`config.mk`:
```
export PLATFORM = sky130hd
export DESIGN_NAME = c_comment_stripper_unit
export DESIGN_NICKNAME = d
export VERILOG_FILES = /design/src/rtl/ccs_pkg.sv /design/src/rtl/c_comment_stripper_unit.sv
export SDC_FILE = /design/constraint.sdc
export NUM_CORES = 1
export LEC_CHECK = 0
export ABC_AREA = 1
export ABC_CLOCK_PERIOD_IN_PS = 2450
export BUFFER_PORTS_ARGS = -buffer_cell sky130_fd_sc_hd__clkbuf_2
export CAP_MARGIN = 20
export CORE_ASPECT_RATIO = 0.7
export CORE_MARGIN = 8
export CORE_UTILIZATION = 53
export DETAILED_ROUTE_END_ITERATION = 6
export GPL_TIMING_DRIVEN = 1
export HOLD_SLACK_MARGIN = 0.03
export PLACE_DENSITY_LB_ADDON = 0.1
export SYNTH_ARGS = -nofsm -noshare
export SYNTH_HDL_FRONTEND = slang
export SYNTH_SLANG_ARGS = --single-unit
export TNS_END_PERCENT = 10
```
`constraint.sdc`:
```
create_clock -name aclk -period 2.45 [get_ports aclk]
set_clock_uncertainty 0.1 [all_clocks]
set_input_delay 0 -clock aclk [delete_from_list [all_inputs] [get_ports aclk]]
set_output_delay 0 -clock aclk [all_outputs]
set_load 0.1 [all_outputs]
```
`src/rtl/ccs_pkg.sv`:
```
// shared types and character constants for the comment stripper
`default_nettype none

package ccs_pkg;

    localparam logic [7:0] CHAR_SLASH = 8'h2F;
    localparam logic [7:0] CHAR_STAR  = 8'h2A;
    localparam logic [7:0] CHAR_NL    = 8'h0A;
    localparam logic [7:0] CHAR_TAB   = 8'h09;
    localparam logic [7:0] CHAR_CR    = 8'h0D;
    localparam logic [7:0] CHAR_SPACE = 8'h20;

    // result queue depth: one waiting result plus a two-result request
    localparam int QUEUE_DEPTH = 3;

    typedef enum logic [2:0] {
        MODE_NORMAL     = 3'd0,
        MODE_SLASH      = 3'd1,
        MODE_LINE       = 3'd2,
        MODE_BLOCK      = 3'd3,
        MODE_BLOCK_STAR = 3'd4
    } ccs_mode_t;

    typedef struct packed {
        logic [7:0] char_in;
        logic       end_of_text;
    } ccs_in_t;

    typedef struct packed {
        logic [7:0] char_out;
        logic       last_of_run;
    } ccs_out_t;

endpackage

`default_nettype wire

```
`src/rtl/c_comment_stripper_unit.sv`:
```
// top level of the c comment stripper: scanner state machine and result queue
// each accepted result is registered in the queue and reaches m_data in order
// throughput: one request per cycle while results are taken as they appear
// a request that yields two results (held slash plus a byte) stalls the next request;
// s_ready decodes the queue count, high while at most one result waits
// reset (aresetn low, synchronous): queue emptied, scanner back to normal text
`default_nettype none

module c_comment_stripper_unit (
    input  wire               aclk,
    input  wire               aresetn,
    input  wire               s_valid,
    output logic              s_ready,
    input  ccs_pkg::ccs_in_t  s_data,
    output logic              m_valid,
    input  wire               m_ready,
    output ccs_pkg::ccs_out_t m_data
);

    // scanner state
    ccs_pkg::ccs_mode_t mode_reg, mode_next;
    // no byte kept yet on this line; "line has content" is always its inverse
    logic               at_line_start_reg, at_line_start_next;

    // result queue, head at entry 0
    ccs_pkg::ccs_out_t  q_reg [ccs_pkg::QUEUE_DEPTH];
    ccs_pkg::ccs_out_t  q_next [ccs_pkg::QUEUE_DEPTH];
    logic [1:0]         count_reg, count_next;

    // results produced by the request on the input
    logic [1:0]         res_n;
    ccs_pkg::ccs_out_t  res0, res1;

    logic               s_fire, m_fire;
    logic [1:0]         base;
    logic [1:0]         push_n;
    logic [7:0]         c;
    logic               is_blank;

    assign c        = s_data.char_in;
    assign is_blank = (c == ccs_pkg::CHAR_SPACE) || (c == ccs_pkg::CHAR_TAB)
                      || (c == ccs_pkg::CHAR_CR);

    // room for a full two-result request whatever the consumer does
    assign s_ready = (count_reg <= 2'd1);
    assign m_valid = (count_reg != 2'd0);
    assign m_data  = q_reg[0];
    assign s_fire  = s_valid && s_ready;
    assign m_fire  = m_valid && m_ready;

    // next state of the scanner
    always_comb begin
        mode_next          = mode_reg;
        at_line_start_next = at_line_start_reg;
        if (s_data.end_of_text) begin
            // flush and return to reset state, abandoning any open comment
            mode_next          = ccs_pkg::MODE_NORMAL;
            at_line_start_next = 1'b1;
        end else begin
            unique case (mode_reg)
                ccs_pkg::MODE_SLASH: begin
                    if (c == ccs_pkg::CHAR_SLASH) begin
                        mode_next = ccs_pkg::MODE_LINE;
                    end else if (c == ccs_pkg::CHAR_STAR) begin
                        mode_next = ccs_pkg::MODE_BLOCK;
                    end else begin
                        // slash went out, then byte handled as normal text
                        mode_next          = ccs_pkg::MODE_NORMAL;
                        at_line_start_next = (c == ccs_pkg::CHAR_NL);
                    end
                end
                ccs_pkg::MODE_LINE: begin
                    if (c == ccs_pkg::CHAR_NL) begin
                        mode_next          = ccs_pkg::MODE_NORMAL;
                        at_line_start_next = 1'b1;
                    end
                end
                ccs_pkg::MODE_BLOCK: begin
                    if (c == ccs_pkg::CHAR_STAR) begin
                        mode_next = ccs_pkg::MODE_BLOCK_STAR;
                    end
                end
                ccs_pkg::MODE_BLOCK_STAR: begin
                    // extra stars keep waiting for the closing slash
                    if (c == ccs_pkg::CHAR_SLASH) begin
                        mode_next = ccs_pkg::MODE_NORMAL;
                    end else if (c != ccs_pkg::CHAR_STAR) begin
                        mode_next = ccs_pkg::MODE_BLOCK;
                    end
                end
                default: begin
                    // normal text, also covers unreachable codes
                    mode_next = ccs_pkg::MODE_NORMAL;
                    if (c == ccs_pkg::CHAR_SLASH) begin
                        mode_next = ccs_pkg::MODE_SLASH;
                    end else if (c == ccs_pkg::CHAR_NL) begin
                        at_line_start_next = 1'b1;
                    end else if (!is_blank) begin
                        at_line_start_next = 1'b0;
                    end
                end
            endcase
        end
    end

    // results of the scanner
    always_comb begin
        res_n = 2'd0;
        res0  = '{char_out: c, last_of_run: 1'b1};
        res1  = '{char_out: c, last_of_run: 1'b1};
        if (s_data.end_of_text) begin
            if (mode_reg == ccs_pkg::MODE_SLASH) begin
                res_n = 2'd1;
                res0  = '{char_out: ccs_pkg::CHAR_SLASH, last_of_run: 1'b1};
            end
        end else begin
            unique case (mode_reg) inside
                ccs_pkg::MODE_SLASH: begin
                    if (c != ccs_pkg::CHAR_SLASH && c != ccs_pkg::CHAR_STAR) begin
                        // held slash first; the line now has content, so
                        // any following byte (blank or newline) is kept
                        res_n = 2'd2;
                        res0  = '{char_out: ccs_pkg::CHAR_SLASH, last_of_run: 1'b0};
                    end else if (c == ccs_pkg::CHAR_SLASH) begin
                        res_n = 2'd0;
                    end
                end
                ccs_pkg::MODE_LINE: begin
                    if (c == ccs_pkg::CHAR_NL && !at_line_start_reg) begin
                        res_n = 2'd1;
                    end
                end
                ccs_pkg::MODE_BLOCK, ccs_pkg::MODE_BLOCK_STAR: begin
                    res_n = 2'd0;
                end
                default: begin
                    if (c == ccs_pkg::CHAR_SLASH) begin
                        res_n = 2'd0;
                    end else if (c == ccs_pkg::CHAR_NL || is_blank) begin
                        res_n = at_line_start_reg ? 2'd0 : 2'd1;
                    end else begin
                        res_n = 2'd1;
                    end
                end
            endcase
        end
    end

    // queue update: pop shifts toward the head, pushes land after survivors
    always_comb begin
        base       = count_reg - {1'b0, m_fire};
        push_n     = s_fire ? res_n : 2'd0;
        count_next = base + push_n;
        q_next[0]  = m_fire ? q_reg[1] : q_reg[0];
        q_next[1]  = m_fire ? q_reg[2] : q_reg[1];
        q_next[2]  = q_reg[2];
        for (int i = 0; i < ccs_pkg::QUEUE_DEPTH; i++) begin
            if (push_n != 2'd0 && base == 2'(i)) begin
                q_next[i] = res0;
            end
            if (push_n == 2'd2 && (base + 2'd1) == 2'(i)) begin
                q_next[i] = res1;
            end
        end
    end

    always_ff @(posedge aclk) begin
        if (!aresetn) begin
            mode_reg          <= ccs_pkg::MODE_NORMAL;
            at_line_start_reg <= 1'b1;
            count_reg         <= 2'd0;
        end else begin
            count_reg <= count_next;
            if (s_fire) begin
                mode_reg          <= mode_next;
                at_line_start_reg <= at_line_start_next;
            end
        end
    end

    always_ff @(posedge aclk) begin
        for (int i = 0; i < ccs_pkg::QUEUE_DEPTH; i++) begin
            q_reg[i] <= q_next[i];
        end
    end

    // a non-final result always has its partner queued right behind it
    assert property (@(posedge aclk) disable iff (!aresetn)
        m_valid && !m_data.last_of_run |-> count_reg >= 2'd2)
        else $error("non-final result without its partner in the queue");

    // end of text always brings the scanner back to its reset state
    assert property (@(posedge aclk) disable iff (!aresetn)
        s_fire && s_data.end_of_text
        |=> mode_reg == ccs_pkg::MODE_NORMAL && at_line_start_reg)
        else $error("scanner not reset after end of text");

    // nothing inside a block comment reaches the output
    assert property (@(posedge aclk) disable iff (!aresetn)
        s_fire && !s_data.end_of_text
        && (mode_reg == ccs_pkg::MODE_BLOCK || mode_reg == ccs_pkg::MODE_BLOCK_STAR)
        |=> count_reg <= $past(count_reg))
        else $error("result pushed from inside a block comment");

    // the queue never overruns: an accepted request always fits
    assert property (@(posedge aclk) disable iff (!aresetn)
        s_fire |-> ({1'b0, base} + {1'b0, res_n}) <= 3'(ccs_pkg::QUEUE_DEPTH))
        else $error("result queue overrun");

endmodule

`default_nettype wire
```
Word level (Yosys, flattened, before mapping)
Memories as Yosys holds them, arrays and structs flattened.
Index checks and enable logic that the tools add are counted.
{"block": "op_classes", "addsub": 3, "order_cmp": 1, "n_eq_ne": 25, "muxes": 38, "reduce_logical": 21}
{"operator": "two-way mux 9 bit", "count": 12}
{"operator": "equality test 8 x 4 -> 1 bit, second input constant", "count": 3}
{"operator": "equality test 8 x 6 -> 1 bit, second input constant", "count": 3}
{"operator": "two-way mux 3 bit", "count": 6}
{"operator": "!= test 8 x 6 -> 1 bit, second input constant", "count": 2}
{"operator": "two-way mux 1 bit", "count": 13}
{"operator": "!= test 3 bit, second input constant", "count": 4}
{"operator": "case mux 3 bit (4 select lines)", "count": 1}
{"operator": "logical AND 1 bit", "count": 10}
{"operator": "two-way mux 2 bit", "count": 4}
{"operator": "AND reduction 7 bit", "count": 1}
{"operator": "equality test 2 bit, second input constant", "count": 3}
{"operator": "equality test 3 x 2 -> 1 bit, second input constant", "count": 2}
{"operator": "case mux 2 bit (3 select lines)", "count": 1}
{"operator": "equality test 2 x 1 -> 1 bit, second input constant", "count": 2}
{"operator": "zero test 2 bit", "count": 2}
{"operator": "!= test 4 x 2 -> 1 bit, second input constant", "count": 1}
{"operator": "!= test 4 bit, second input constant", "count": 1}
{"operator": "AND reduction 4 bit", "count": 1}
{"operator": "nonzero test 2 bit", "count": 2}
{"operator": "equality test 3 x 1 -> 1 bit, second input constant", "count": 1}
{"operator": "equality test 3 bit, second input constant", "count": 1}
{"operator": "logical OR 1 bit", "count": 3}
{"operator": "!= test 3 x 2 -> 1 bit, second input constant", "count": 1}
{"operator": "8 further kinds", "count": 8}
{"block": "word_totals", "reg_bits": 6, "ram_bits": 27, "wordCells": 92, "mem_count": 1}
{"memory": "q_reg", "depth": 3, "word_bits": 9, "read_ports": 3, "rd_ports_with_merged_regs": 0, "write_ports": 3, "line_no": "c_comment_stripper_unit.sv:26", "rtl": "ccs_pkg::ccs_out_t q_reg [ccs_pkg::QUEUE_DEPTH];"}

Longest topological paths before layout
{"block": "depth", "word_depth": 13, "mapped_depth": 16}

Worst setup path before layout
Ideal clock, no wire load.
{"block": "synth_path", "path_kind": "register to register", "start": "register, netlist name count_reg[1]", "end": "memory q_reg[0][10] (netlist bit), enable pin", "arrival_ns": 3.508, "t_required_ns": 2.013, "setup_slack_ns": -1.495, "path_stages_with_launch": 12, "path_buffers": 1, "synth_period_minus_slack_ns": 3.945, "path_cell_list": "dfxtp_1 -> inv_1 -> nand2_1 -> nand2_1 -> inv_1 -> ha_1 -> xnor2_1 -> inv_1 -> nor2_2 -> nand2_1 -> buf_2 -> nand3_1"}
{"item": "end, declared", "line_no": "c_comment_stripper_unit.sv:26"}

==> metrics.cfg <==
[outcome]
status = complete, no violations

[power_and_ir_drop]
sequentialPowerShare_pct = 28.8
p_sw_share_pct = 49.5
p_int_w = 0.00165
p_per_area_nw_per_um2 = 1230
clockPowerShare_pct = 19.1
leakage_nw = 1.29
switchingPower_w = 0.00162
fin_total_pwr_w = 0.00326
power_frac_comb_pct = 52.2
vdd_ir_drop_max_v = 0.00120

[synth]
yosysWarnings = 0
syn_inst = 306
seq_area_frac_synth_pct = 40.7
synthDistinctLibCells = 29
synth_nets = 321
syn_area_um2 = 2210
synth-seq-cells = 33
syn_area_per_cell_um2 = 7.23

[floorplanning]
std_cell_rows = 19
core_area_um2 = 3970
die_y_um = 70.1
die-area_um2 = 6530
start_util_pct = 55.7
die_w_um = 93.2
ioPinCount = 24

[clocking]
cts_tree = yes
htreeDepth = 2
cts-root-buf = clkbuf_8
clock_latency_ns = 0.30
clk_pin_slew_worst_paths_ns = 0.07
numCtsBuffers = 5
numClockSinks = 33
cts_max_path_buffers = 2
cts_setup_buffers = 0

[finish]
nets = 351
fin_area_um2 = 2660
largest_reg_flops = 27
areaGrowthSynthToFinish_pct = 20.1
drive_gt1_share_pct = 21.4
fin_util_pct = 66.9
diodes = 0

[timing]
period_needed_ns = 2.29
rsz0062_at_grt = true
setup_viol = 0
timing.fmax_mhz = 437
hold_viol = 0
finalCritPeriodShare_pct = 93.3
worstMarginPinSlew_ns = 0.545
finalMaxSlewViolations = 0
slew_headroom_pct = 63.8

[worst_setup_path]
worstSetupStartpointType = primary input
endpoint_kind = flip-flop
r2r_cells = 10
cp_cell_sequence = dlygate4sd3_1, clkbuf_2, nor2_1, nand2_2, nor2_2, nor2_2, nand4_4, clkinv_1, nand2_2, inv_2, nand2_1, nand2_1
ff2ff_setup_slack_ns = 0.19
rr_startpoint = count_reg[0]
endpoint = q_reg[0][11]
critPathSlowestCell = dlygate4sd3_1
cp_max_fo = 12
crit_required_ns = 2.40
reg2reg_to = q_reg[0][11]
max_stage_delay_ns = 0.55
critPathLaunch = s_data[8]
cp.arrival_ns = 2.24
critical_path_class = in -> reg

[routing]
dr.pass1.iters = 5
wl_um = 5720
drt.antenna.violating_nets = 0
drc_errors = 0
dr_total_vias = 2063
routed_via_density = 5.30
wire_per_inst_um = 14.7
drt_iter0_drc = 246

[place]
dp_hpwl_um = 4210
io_buffers = 23
place_congestion = 0.906
place_area_um2 = 2400

[grt]
track_usage_pct = 19.0
grt_max_degree = 25
grt_remaining_overflow = 0
grt_pass1_wl_um = 9820
antenna_found_initial = 0
first_global_vias = 1965

[worst_hold_path]
hp-class = in -> reg

[flow_run]
cap_violations = 0

[logic make-up (layout without fill, tap and decap cells)]
family / count (synthesis) / in the layout / synth area share (%)
compound gates: 21 / 21 / 5.26
fa+ha+maj: 2 / 2 / 1.13
flops: 33 / 33 / 40.7
buf+inv: 65 / 96 / 14.1
simple gates: 183 / 183 / 38.0
xor+xnor: 2 / 2 / 0.792
[worst max-delay path: cells and delay by family]
family	cells	cell delay [ns]
buffers and inverters	4	1.07
AND/OR/NAND/NOR	8	1.13
[through the flow]
stage	worst slack, ns	instances	TNS (ns)	hold WS, ns
floorplan	-0.211	306	-6.63	-0.00237
global placement	0.267	370	0	0.137
detailed placement	0.187	370	0	0.141
CTS	0.162	389	0	0.187
global route	-0.0323	389	-0.150	0.269
finish	0.163	389	0	0.199
[final cells by class]
class                   instances  area [um2]
multi-input cells             208        1100
inverters                      49         190
flip-flops and latches         33         905
well taps                      52        65.1
repair buffers                 39         263
clock buffers                   5        68.8
clock inverters                 3        65.1
fillers                       324        1310
[power groups by stage]
stage	Sequential [W]	Combinational (W)	Clock, W
after floorplan	0.000929	0.00153	0
after global placement	0.000943	0.00164	0
after detailed placement	0.000951	0.00167	0
after CTS	0.000939	0.00169	0.000630
after global routing	0.000964	0.00185	0.000653
final	0.000939	0.00170	0.000622
[cells in the mapped netlist]
| cell | n | share of area (%) |
|---|---|---|
| clkinv_1 | 2 | 0.34 |
| nand2_2 | 5 | 1.4 |
| buf_6 | 4 | 2.0 |
| nor2_4 | 1 | 0.51 |
| nand2_1 | 89 | 15 |
| o221ai_1 | 1 | 0.40 |
| clkbuf_1 | 1 | 0.17 |
| or2_2 | 2 | 0.57 |
| or2_1 | 1 | 0.28 |
| buf_2 | 1 | 0.23 |
| o21ai_0 | 12 | 2.7 |
| buf_4 | 10 | 3.4 |
| nand3_1 | 56 | 13 |
| inv_1 | 44 | 7.5 |
| a31oi_1 | 1 | 0.28 |
| a21oi_1 | 5 | 1.1 |
| nand3_2 | 2 | 0.91 |
| xnor2_1 | 2 | 0.79 |
| edfxtp_1 | 24 | 33 |
| dfxtp_1 | 9 | 8.1 |
| nor3_1 | 2 | 0.45 |
| nand4_4 | 1 | 0.96 |
| nand2_4 | 1 | 0.51 |
| inv_2 | 3 | 0.51 |
| o21bai_1 | 1 | 0.34 |
| nor2_2 | 6 | 1.7 |
| ha_1 | 2 | 1.1 |
| o2111ai_1 | 1 | 0.40 |
| nor2_1 | 17 | 2.9 |
[how the worst min path moves through the flow]
stage / startpoint / end / slack, ns / depth (start not counted)
global placement: aresetn / count_reg[0] / 0.14 / 3
CTS: s_valid / at_line_start_reg / 0.19 / 7
floorplan: aresetn / count_reg[0] / -0.002 / 2
finish: s_valid / at_line_start_reg / 0.20 / 7
global route: s_valid / at_line_start_reg / 0.27 / 7
detailed placement: aresetn / count_reg[0] / 0.14 / 3
[routing by layer]
layer / vias to the layer above / part of all wire, % / global-route usage (%)
met2: 107 / 41 / 26.0
met1: 914 / 46 / 26.7
met3: 5 / 12 / 6.83
met5: - / 0 / 0
li1: 1037 / - / -
met4: 0 / 1.0 / 6.23
[layout by cell type (no fill, tap or decap), types with 6 or more instances in the layout]
cell type       n
o21ai_0        12
nor2_2          6
dfxtp_1         8
nand2_2         6
nor2_1         16
inv_1          40
edfxtp_1       24
dlygate4sd3_1  11
nand2_1        84
clkbuf_2       23
nand3_1        54
[what timing repair did]
action	4_1_cts	5_1_grt
setup endpoints to repair	0	41
gates resized for setup	0	4
endpoints found under the hold margin	25	0
hold buffers	11	0
No activity file was read; power rests on OpenSTA's default activity.
